## config.mk

```make
export PLATFORM = sky130hd
export DESIGN_NAME = ipv4_dotted_address_parser_flat
export DESIGN_NICKNAME = d
export VERILOG_FILES = /design/src/ipv4p_pkg.sv /design/src/ipv4p_char_if.sv /design/src/ipv4p_res_if.sv /design/src/ipv4p_in_reg.sv /design/src/ipv4p_parse.sv /design/src/ipv4_dotted_address_parser.sv /design/src/flat_wrapper.sv
export SDC_FILE = /design/constraint.sdc
export NUM_CORES = 1
export LEC_CHECK = 0
export ABC_CLOCK_PERIOD_IN_PS = 4100
export BUFFER_PORTS_ARGS = -buffer_cell sky130_fd_sc_hd__buf_2
export CAP_MARGIN = 40
export CORE_MARGIN = 4
export CORE_UTILIZATION = 55
export DETAILED_ROUTE_END_ITERATION = 8
export GPL_TIMING_DRIVEN = 1
export PLACE_DENSITY = 0.77
export SKIP_CTS_REPAIR_TIMING = 1
export SLEW_MARGIN = 20
export SYNTH_ARGS = -nofsm -noshare
export SYNTH_HDL_FRONTEND = slang
export SYNTH_SLANG_ARGS = --single-unit
```

## constraint.sdc

```tcl
create_clock -name clk_i -period 4.1 [get_ports clk_i]
set_input_delay 0.41 -clock clk_i [delete_from_list [all_inputs] [get_ports clk_i]]
set_output_delay 0.41 -clock clk_i [all_outputs]
set_load 0.005 [all_outputs]
```

## src/ipv4p_pkg.sv

```systemverilog
// Package for the IPv4 dotted-decimal parser: character codes, field
// widths, beat types and the decimal accumulate helper.
// No dependencies.
`timescale 1ns / 1ps
`default_nettype none

package ipv4p_pkg;

  localparam int unsigned CharW  = 16;
  localparam int unsigned AddrW  = 32;
  localparam int unsigned OctetW = 10;

  typedef logic [CharW-1:0]  char_t;
  typedef logic [AddrW-1:0]  addr_t;
  typedef logic [OctetW-1:0] octet_t;

  localparam char_t  ChNul    = 16'h0000;
  localparam char_t  ChDot    = 16'h002E;
  localparam char_t  ChZero   = 16'h0030;
  localparam char_t  ChNine   = 16'h0039;
  localparam octet_t OctetMax = 10'd255;

  // Character classes seen by the parse stage
  typedef enum logic [1:0] {
    CLS_NUL,
    CLS_DIGIT,
    CLS_DOT,
    CLS_OTHER
  } char_class_e;

  // One buffered character beat handed from the input register
  typedef struct packed {
    logic  valid;
    char_t code;
  } in_beat_t;

  // Accumulate one decimal digit: v * 10 + d, kept to the octet width
  function automatic octet_t dec_acc(input octet_t v, input logic [3:0] d);
    octet_t times8;
    octet_t times2;
    times8 = {v[OctetW-4:0], 3'b000};
    times2 = {v[OctetW-2:0], 1'b0};
    return octet_t'(times8 + times2 + {{(OctetW-4){1'b0}}, d});
  endfunction

endpackage

`default_nettype wire

```

## src/ipv4p_char_if.sv

```systemverilog
// Character channel: valid/ready handshake carrying one UCS-2 code per beat.
// Depends on ipv4p_pkg.
`timescale 1ns / 1ps
`default_nettype none

interface ipv4p_char_if import ipv4p_pkg::*; ();
  logic  valid;
  logic  ready;
  char_t char_code;

  modport source (output valid, output char_code, input ready);
  modport sink   (input valid, input char_code, output ready);
endinterface

`default_nettype wire

```

## src/ipv4p_res_if.sv

```systemverilog
// Result channel: valid/ready handshake carrying the parse verdict and address.
// Depends on ipv4p_pkg.
`timescale 1ns / 1ps
`default_nettype none

interface ipv4p_res_if import ipv4p_pkg::*; ();
  logic  valid;
  logic  ready;
  logic  valid_res;
  addr_t address;

  modport source (output valid, output valid_res, output address, input ready);
  modport sink   (input valid, input valid_res, input address, output ready);
endinterface

`default_nettype wire

```

## src/ipv4p_in_reg.sv

```systemverilog
// Input register: captures one character beat and holds it until the
// parse stage consumes it. Depends on ipv4p_pkg and ipv4p_char_if.
`timescale 1ns / 1ps
`default_nettype none

module ipv4p_in_reg import ipv4p_pkg::*; (
  input  wire logic   clk_i,
  input  wire logic   rst_ni,
  ipv4p_char_if.sink  char_i,
  input  wire logic   consume_i,
  output in_beat_t    beat_o
);

  logic  valid_q, valid_d;
  char_t code_q;
  logic  load;

  // Take a new beat when empty or when the held one leaves this cycle
  assign char_i.ready = !valid_q || consume_i;
  assign load         = char_i.valid && char_i.ready;

  always_comb begin
    valid_d = valid_q;
    if (load) begin
      valid_d = 1'b1;
    end else if (consume_i) begin
      valid_d = 1'b0;
    end
  end

  always_ff @(posedge clk_i or negedge rst_ni) begin
    if (!rst_ni) begin
      valid_q <= 1'b0;
    end else begin
      valid_q <= valid_d;
    end
  end

  // Hold the character payload
  always_ff @(posedge clk_i) begin
    if (load) begin
      code_q <= char_i.char_code;
    end
  end

  assign beat_o.valid = valid_q;
  assign beat_o.code  = code_q;

endmodule

`default_nettype wire

```

## src/ipv4p_parse.sv

```systemverilog
// Parse stage: per-string octet state, the one-character update and the
// result register. Depends on ipv4p_pkg and ipv4p_res_if.
`timescale 1ns / 1ps
`default_nettype none

module ipv4p_parse import ipv4p_pkg::*; (
  input  wire logic     clk_i,
  input  wire logic     rst_ni,
  input  wire in_beat_t beat_i,
  output logic          consume_o,
  ipv4p_res_if.source   res_o
);

  logic [1:0]  digit_cnt_q, digit_cnt_d;
  octet_t      octet_q, octet_d;
  logic [1:0]  octets_done_q, octets_done_d;
  logic [23:0] addr_q, addr_d;
  logic        err_q, err_d;

  logic        out_valid_q, out_valid_d;
  logic        out_ok_q;
  addr_t       out_addr_q;

  char_class_e cls;
  logic        out_free;
  logic        emit;
  logic        ok;
  logic        octet_big;

  // Classify the held character
  always_comb begin
    case (beat_i.code) inside
      ChNul:            cls = CLS_NUL;
      ChDot:            cls = CLS_DOT;
      [ChZero:ChNine]:  cls = CLS_DIGIT;
      default:          cls = CLS_OTHER;
    endcase
  end

  // A NUL needs room in the result register; other characters never wait
  assign out_free  = !out_valid_q || res_o.ready;
  assign consume_o = beat_i.valid && ((cls != CLS_NUL) || out_free);
  assign emit      = consume_o && (cls == CLS_NUL);

  assign octet_big = octet_q > OctetMax;
  assign ok        = !err_q && (octets_done_q == 2'd3) && (digit_cnt_q != 2'd0) &&
                     !octet_big;

  // Advance the octet state by one character
  always_comb begin
    digit_cnt_d   = digit_cnt_q;
    octet_d       = octet_q;
    octets_done_d = octets_done_q;
    addr_d        = addr_q;
    err_d         = err_q;
    if (consume_o) begin
      if (cls == CLS_NUL) begin
        digit_cnt_d   = '0;
        octet_d       = '0;
        octets_done_d = '0;
        addr_d        = '0;
        err_d         = 1'b0;
      end else if (!err_q) begin
        case (cls)
          CLS_DIGIT: begin
            if (digit_cnt_q == 2'd3) begin
              err_d = 1'b1;
            end else begin
              octet_d     = dec_acc(octet_q, beat_i.code[3:0]);
              digit_cnt_d = digit_cnt_q + 2'd1;
            end
          end
          CLS_DOT: begin
            if ((digit_cnt_q == 2'd0) || octet_big || (octets_done_q == 2'd3)) begin
              err_d = 1'b1;
            end else begin
              addr_d        = {addr_q[15:0], octet_q[7:0]};
              octets_done_d = octets_done_q + 2'd1;
              digit_cnt_d   = '0;
              octet_d       = '0;
            end
          end
          default: begin
            err_d = 1'b1;
          end
        endcase
      end
    end
  end

  // Result register valid: load on end of string, drop when taken
  always_comb begin
    out_valid_d = out_valid_q;
    if (emit) begin
      out_valid_d = 1'b1;
    end else if (res_o.ready) begin
      out_valid_d = 1'b0;
    end
  end

  always_ff @(posedge clk_i or negedge rst_ni) begin
    if (!rst_ni) begin
      digit_cnt_q   <= '0;
      octet_q       <= '0;
      octets_done_q <= '0;
      addr_q        <= '0;
      err_q         <= 1'b0;
      out_valid_q   <= 1'b0;
    end else begin
      digit_cnt_q   <= digit_cnt_d;
      octet_q       <= octet_d;
      octets_done_q <= octets_done_d;
      addr_q        <= addr_d;
      err_q         <= err_d;
      out_valid_q   <= out_valid_d;
    end
  end

  // Hold the result payload; address reads zero when the string failed
  always_ff @(posedge clk_i) begin
    if (emit) begin
      out_ok_q   <= ok;
      out_addr_q <= ok ? {addr_q, octet_q[7:0]} : '0;
    end
  end

  assign res_o.valid     = out_valid_q;
  assign res_o.valid_res = out_ok_q;
  assign res_o.address   = out_addr_q;

endmodule

`default_nettype wire

```

## src/ipv4_dotted_address_parser.sv

```systemverilog
// IPv4 dotted-decimal parser, one UCS-2 character per beat, one result per NUL.
// Path: a NUL passes through the input register, then the result register.
// Throughput: one character per cycle; the result register frees on the
// same edge it is taken, so a NUL stalls only while a result is unread.
// Reset (rst_ni low, asynchronous): both registers empty, string state cleared.
// Depends on ipv4p_pkg, ipv4p_char_if, ipv4p_res_if, ipv4p_in_reg, ipv4p_parse.
`timescale 1ns / 1ps
`default_nettype none

module ipv4_dotted_address_parser import ipv4p_pkg::*; (
  input  wire logic    clk_i,
  input  wire logic    rst_ni,
  ipv4p_char_if.sink   char_i,
  ipv4p_res_if.source  res_o
);

  in_beat_t beat;
  logic     consume;

  // Capture incoming character beats
  ipv4p_in_reg u_in_reg (
    .clk_i     (clk_i),
    .rst_ni    (rst_ni),
    .char_i    (char_i),
    .consume_i (consume),
    .beat_o    (beat)
  );

  // Update octet state and register the result
  ipv4p_parse u_parse (
    .clk_i     (clk_i),
    .rst_ni    (rst_ni),
    .beat_i    (beat),
    .consume_o (consume),
    .res_o     (res_o)
  );

endmodule

`default_nettype wire

```

## src/flat_wrapper.sv

```systemverilog
// flat-port wrapper written by rule: the top's interface ports become plain ports
module ipv4_dotted_address_parser_flat import ipv4p_pkg::*;
  (clk_i, rst_ni, char_i_valid, char_i_char_code, char_i_ready, res_o_valid, res_o_valid_res, res_o_address, res_o_ready);
  ipv4p_char_if char_i_i ();
  ipv4p_res_if res_o_i ();
  input  wire logic clk_i;
  input  wire logic rst_ni;
  input wire logic [$bits(char_i_i.valid)-1:0] char_i_valid;
  input wire logic [$bits(char_i_i.char_code)-1:0] char_i_char_code;
  output wire logic [$bits(char_i_i.ready)-1:0] char_i_ready;
  output wire logic [$bits(res_o_i.valid)-1:0] res_o_valid;
  output wire logic [$bits(res_o_i.valid_res)-1:0] res_o_valid_res;
  output wire logic [$bits(res_o_i.address)-1:0] res_o_address;
  input wire logic [$bits(res_o_i.ready)-1:0] res_o_ready;
  assign char_i_i.valid = char_i_valid;
  assign char_i_i.char_code = char_i_char_code;
  assign char_i_ready = char_i_i.ready;
  assign res_o_valid = res_o_i.valid;
  assign res_o_valid_res = res_o_i.valid_res;
  assign res_o_address = res_o_i.address;
  assign res_o_i.ready = res_o_ready;
  ipv4_dotted_address_parser u_core (.clk_i(clk_i), .rst_ni(rst_ni), .char_i(char_i_i), .res_o(res_o_i));
endmodule
```

## Word level (Yosys, flattened, before mapping)

Cells that the tools add are included.

| cells by class | value |
|---|---|
| add/sub/neg operators | 4 |
| order comparisons | 3 |
| equality and inequality tests | 9 |
| muxes and demuxes | 30 |
| reduce and logical (&&, ||, !) cells | 27 |

Operators with widths:

| kind | number |
|---|---|
| two-way mux 24 bit | 4 |
| two-way mux 10 bit | 4 |
| two-way mux 2 bit | 11 |
| case mux 10 bit (2 select lines) | 1 |
| == test 16 x 6 -> 1 bit, second input constant | 1 |
| greater-or-equal comparator 16 x 6 -> 1 bit, second input constant | 1 |
| <= comparator 16 x 6 -> 1 bit, second input constant | 1 |
| zero test 16 bit | 1 |
| adder 10 bit | 1 |
| adder 10 x 4 -> 10 bit | 1 |
| greater-than comparator 10 x 8 -> 1 bit, second input constant | 1 |
| nonzero test 2 bit | 5 |
| two-way mux 1 bit | 8 |
| logical AND 1 bit | 7 |
| == test 2 bit, second input constant | 3 |
| inequality test 3 bit, second input constant | 2 |
| logical OR 1 bit | 5 |
| AND reduction 5 bit | 1 |
| adder 2 x 1 -> 2 bit, second input constant | 2 |
| zero test 1 bit | 4 |
| zero test 2 bit | 2 |
| case mux 2 bit (2 select lines) | 1 |
| AND reduction 4 bit | 1 |
| nonzero test 3 bit | 1 |
| other kinds (4) | 4 |

| word-level totals | value |
|---|---|
| flip-flop bits (word level) | 90 |
| output and inout bits | 35 |

## Longest topological paths before layout

| depth | value |
|---|---|
| word-level depth | 11 |
| mapped depth | 9 |

## Hierarchy

Synthesis repeated with hierarchy kept, for this count alone.

| second synthesis, totals | value |
|---|---|
| cells, all modules | 318 |
| area total of the unflattened synthesis | 3951.3 sq um |

Modules (own cells, without submodules):

| module | times used | cells each | area each (sq um) | seq. area each (sq um) |
|---|---|---|---|---|
| ipv4p_parse | 1 | 297 | 3409.5 | 1991.9 |
| ipv4p_in_reg | 1 | 21 | 541.8 | 505.5 |

## Worst setup path after synthesis

OpenSTA, ideal clock, no wires.

| timing path | value |
|---|---|
| kind | register -> register |
| from | register u_core.u_in_reg.code_q[15] |
| to | register u_core.u_parse.out_addr_q[0], in the netlist u_core.u_parse.res_o.address[0], enable pin |
| arrival | 2604 ps |
| path slack | 1073 ps |
| stages on the path, launching flop included | 6 |
| buffers on the path | 0 |
| clock period less this slack | 3027 ps |
| cells stage by stage | edfxtp_1 nor4_1 and3_1 and3_2 nand2_1 nor2_1 |

| on the way | value |
|---|---|
| word-level cells in the longest chain between the ends | 9 |

Ends and longest elaborated chain:

| element | line | RTL |
|---|---|---|
| start, declared | ipv4p_in_reg.sv:15 | `char_t code_q;` |
| start signal, assigned | ipv4p_in_reg.sv:42 | `code_q <= char_i.char_code;` |
| greater-or-equal comparator 16 x 6 -> 1 bit (no line) or <= comparator 16 x 6 -> 1 bit (tied branches) | - |  |
| logical AND 1 bit (no line) | - |  |
| two-way mux 2 bit (2 in a row) | ipv4p_parse.sv:32 | `case (beat_i.code) inside` |
| two-way mux 2 bit (*) | ipv4p_parse.sv:32 |  |
| nonzero test 2 bit | ipv4p_parse.sv:42 | `assign consume_o = beat_i.valid && ((cls != CLS_NUL) \|\| out_free);` |
| logical OR 1 bit | ipv4p_parse.sv:42 |  |
| logical AND 1 bit | ipv4p_parse.sv:42 |  |
| logical AND 1 bit (*) | ipv4p_parse.sv:43 | `assign emit = consume_o && (cls == CLS_NUL);` |
| named net u_core.u_parse.emit | ipv4p_parse.sv:26 | `logic emit;` |
| end signal, assigned | ipv4p_parse.sv:123 | `out_addr_q <= ok ? {addr_q, octet_q[7:0]} : '0;` |
| end, declared | ipv4p_parse.sv:22 | `addr_t out_addr_q;` |

Mark *: on every way through the listed nets, which the timed path passes. The rest lies on a longest branch.
A chain may end at the register's enable or synchronous reset.

## Worst setup path in the final report

| timing path | value |
|---|---|
| from | register u_core.u_parse.octet_q[0] |
| to | register u_core.u_parse.octet_q[8] |

| on the way | value |
|---|---|
| word-level cells in the longest chain between the ends | 6 |

Ends and longest elaborated chain:

| element | line | RTL |
|---|---|---|
| start, declared | ipv4p_parse.sv:15 | `octet_t octet_q, octet_d;` |
| start signal, assigned | ipv4p_parse.sv:111 | `octet_q <= octet_d;` |
| adder 10 bit | ipv4p_pkg.sv:43 | `return octet_t'(times8 + times2 + {{(OctetW-4){1'b0}}, d});` |
| adder 10 x 4 -> 10 bit | ipv4p_pkg.sv:43 |  |
| two-way mux 10 bit | ipv4p_parse.sv:66 | `if (digit_cnt_q == 2'd3) begin` |
| case mux 10 bit (2 select lines) | ipv4p_parse.sv:64 | `case (cls)` |
| two-way mux 10 bit | ipv4p_parse.sv:63 | `end else if (!err_q) begin` |
| two-way mux 10 bit | ipv4p_parse.sv:57 | `if (cls == CLS_NUL) begin` |

Parallel ways exist; a longest one is shown, timed or not. The select of a mux whose other input is x is not followed.

==> results.sh <==
export IMPL_rows=30
export IMPL_period_needed_ps=2475
export IMPL_arrival_ps=2720
export IMPL_cts_root_buf="clkbuf_8"
export IMPL_ios=55
export IMPL_finalInstanceArea_mm2=0.004388
export IMPL_tightest_slew_ps=800.3
export IMPL_r2r_start="u_core.u_parse.octet_q[0]"
export IMPL_leakagePower_nw=2.084
export IMPL_fmax_ghz=0.4040
export IMPL_finalSetupViolCount=0
export IMPL_critPathMaxStageDelay_ps=450
export IMPL_fin_skew_ps=8.470
export IMPL_cp_end_kind="flop"
export IMPL_die_w_um=91.33
export IMPL_crit_type="reg2reg"
export IMPL_drt_pre_antenna_iters=4
export IMPL_die_area_mm2=0.008340
export IMPL_wl_um=6369
export IMPL_h_tree_depth=3
export IMPL_overflow=0
export IMPL_finalCritPeriodShare_pct=60.38
export IMPL_netlist_area_mm2=0.003819
export IMPL_crit_fanout=5
export IMPL_ys_seq_area_share_pct=65.40
export IMPL_grt_pass1_wl_um=10680
export IMPL_fin_tns_setup_ps=0
export IMPL_syn_nets=300
export IMPL_gp_congestion=0.8220
export IMPL_wire_per_inst_um=15.65
export IMPL_final_layout_size_suffix_gt1_share_pct=26.61
export IMPL_path_clk_slew_ps=90
export IMPL_ys_flop_type="edfxtp_1"
export IMPL_grt_start_max_net_pins=34
export IMPL_drc=0
export IMPL_cts_sinks=90
export IMPL_clock_path_buffers=2
export IMPL_placed_cell_area_mm2=0.004200
export IMPL_worst_path_max_delay_cell="dfrtp_1"
export IMPL_antennaDiodeCount=0
export IMPL_cts_tree="yes"
export IMPL_hold_start="char_i_char_code[0]"
export IMPL_postRouteAntennaNets=0
export IMPL_start_util_pct=56.52
export IMPL_worst_ir_drop_vdd_mv=0.2560
export IMPL_crit_path_start_kind="flop"
export IMPL_vias=2247
export IMPL_synth_seq_cells=90
export IMPL_hpwlAfterDp_um=4500
export IMPL_port_buffers=54
export IMPL_track_usage_pct=16.27
export IMPL_chipHeight_um=91.33
export IMPL_grt_setup_unrepaired="no"
export IMPL_slew_headroom_pct=46.41
export IMPL_synth_edff_count=49
export IMPL_power_density_mw_per_mm2=353.9
export IMPL_async_flop_share_pct=45.56
export IMPL_status="complete, no violations"
export IMPL_startpoint="u_core.u_parse.octet_q[0]"
export IMPL_nets=361
export IMPL_avgSynthCellArea_um2=14.63
export IMPL_ys_warn_count=0
export IMPL_grt_pass1_vias=2163
export IMPL_area_delta_synth_final_pct=14.91
export IMPL_slew_violations=0
export IMPL_avgViaCountPerCell=5.521
export IMPL_hp_class="in2reg"
export IMPL_drt_iter0_drc=127
export IMPL_synth_cell_types=40
export IMPL_cts_buffers=9
export IMPL_clk_latency_ps=350
export IMPL_postSynthCellCount=261
export IMPL_fillCellCount=505
export IMPL_crit_chain="fa_1 > ha_1 > nor2b_1 > o31a_1 > o21a_1 > or3_1 > a32o_1"
export IMPL_fin_hold_ws_ps=229.8
export IMPL_cap_viol_max_count=0
export IMPL_finalHoldViolCount=0
export IMPL_coreArea_mm2=0.006756
export IMPL_power_w=0.001553
export IMPL_required_ps=4340
export IMPL_antenna_found_initial=0
-- stage by stage --
| stage | std cells | utilization [%] | setup slack (ps) |
|---|---|---|---|
| floorplan | 261 | - | 1073 |
| global route | 407 | 64.94 | 1518 |
| CTS | 406 | 64.80 | 1617 |
| global placement | 386 | 61.20 | 1702 |
| detailed placement | 390 | 62.17 | 1632 |
| finish | 407 | 64.94 | 1625 |
-- where the power goes --
group	switching [W]	total [W]	internal (W)
Combinational	0.0000199	0.0000351	0.0000153
Sequential	0.00000915	0.000973	0.000964
Clock	0.000308	0.000545	0.000237
Total	0.000337	0.00155	0.00122
-- cell type report --
| class | count | area (um^2) | area share, % |
|---|---|---|---|
| Inverter | 6 | 22.52 | 0.5133 |
| Clock inverter | 6 | 40.04 | 0.9125 |
| Tap cell | 80 | 100.1 | 2.281 |
| Timing Repair Buffer | 60 | 352.8 | 8.041 |
| Sequential cell | 90 | 2497 | 56.91 |
| Multi-Input combinational cell | 155 | 1237 | 28.20 |
| Clock buffer | 10 | 137.6 | 3.137 |
-- synth_stat cells, types with 3 or more instances --
cell type / instances / share of area (%)
nor2b_1: 3 / 0.49
dfrtp_1: 41 / 27
xnor2_1: 6 / 1.4
ha_1: 17 / 5.6
a22o_2: 4 / 1.0
o21ai_0: 4 / 0.52
buf_2: 3 / 0.39
nand2_1: 5 / 0.49
edfxtp_1: 49 / 39
a21oi_1: 8 / 1.0
and3_1: 3 / 0.49
inv_1: 6 / 0.59
clkbuf_1: 3 / 0.29
nor2_1: 7 / 0.69
a22o_1: 31 / 7.1
o21a_1: 4 / 0.79
and2_1: 34 / 5.6
-- path summary, 6_finish.rpt --
kind	end	slack (ps)	cells after the start
worst min register to register	u_core.u_parse.addr_q[18]	500	1
worst max-delay path	u_core.u_parse.octet_q[8]	1620	7
worst max register to register	u_core.u_parse.octet_q[8]	1620	7
max in group asynchronous	u_core.u_parse.digit_cnt_q[1]	3190	3
min in group asynchronous	u_core.u_parse.addr_q[9]	460	2
worst min-delay path	u_core.u_in_reg.code_q[0]	230	1
-- state kept, by name (all words and copies together), names as in the netlist --
| signal | count |
|---|---|
| u_core.u_parse.octet_q | 10 |
| u_core.u_parse.err_q | 1 |
| u_core.u_parse.res_o.address | 32 |
| u_core.u_in_reg.valid_q | 1 |
| u_core.u_parse.digit_cnt_q | 2 |
| u_core.u_parse.octets_done_q | 2 |
| u_core.u_parse.res_o.valid | 1 |
| u_core.u_parse.res_o.valid_res | 1 |
| u_core.u_parse.addr_q | 24 |
| u_core.u_in_reg.code_q | 16 |
-- logic make-up after synthesis --
family	synth area share (%)
flops	65.40
simple gates	11.47
compound gates	12.29
fa+ha+maj	6.619
buf+inv	2.260
xor+xnor	1.376
mux	0.5897
-- worst max-delay path: cells and delay by family (launching register included) --
kind / cells / cell delay [ps]
flops: 1 / 450
simple gates: 2 / 470
fa+ha+maj: 2 / 790
compound gates: 3 / 670
-- routing by layer --
metal | GRT usage, % | vias up | wire length [um]
li1 | - | 1093 | -
met1 | 22.48 | 1091 | 2944
met2 | 25.32 | 55 | 3035
met3 | 3.977 | 8 | 297
met4 | 5.653 | 0 | 91
met5 | 0 | - | 0
-- layout by cell type (no fill, tap or decap), types with 3 or more instances in the layout --
| master | count |
|---|---|
| nand2_1 | 5 |
| nor2b_1 | 3 |
| buf_2 | 54 |
| a21oi_1 | 8 |
| edfxtp_1 | 49 |
| a22o_2 | 4 |
| inv_1 | 6 |
| clkbuf_8 | 10 |
| and3_1 | 3 |
| a22o_1 | 31 |
| and2_1 | 34 |
| o21a_1 | 4 |
| xnor2_1 | 6 |
| ha_1 | 17 |
| o21ai_0 | 4 |
| buf_8 | 3 |
| dfrtp_1 | 41 |
| nor2_1 | 6 |
Power figures use the tool's default switching activity.
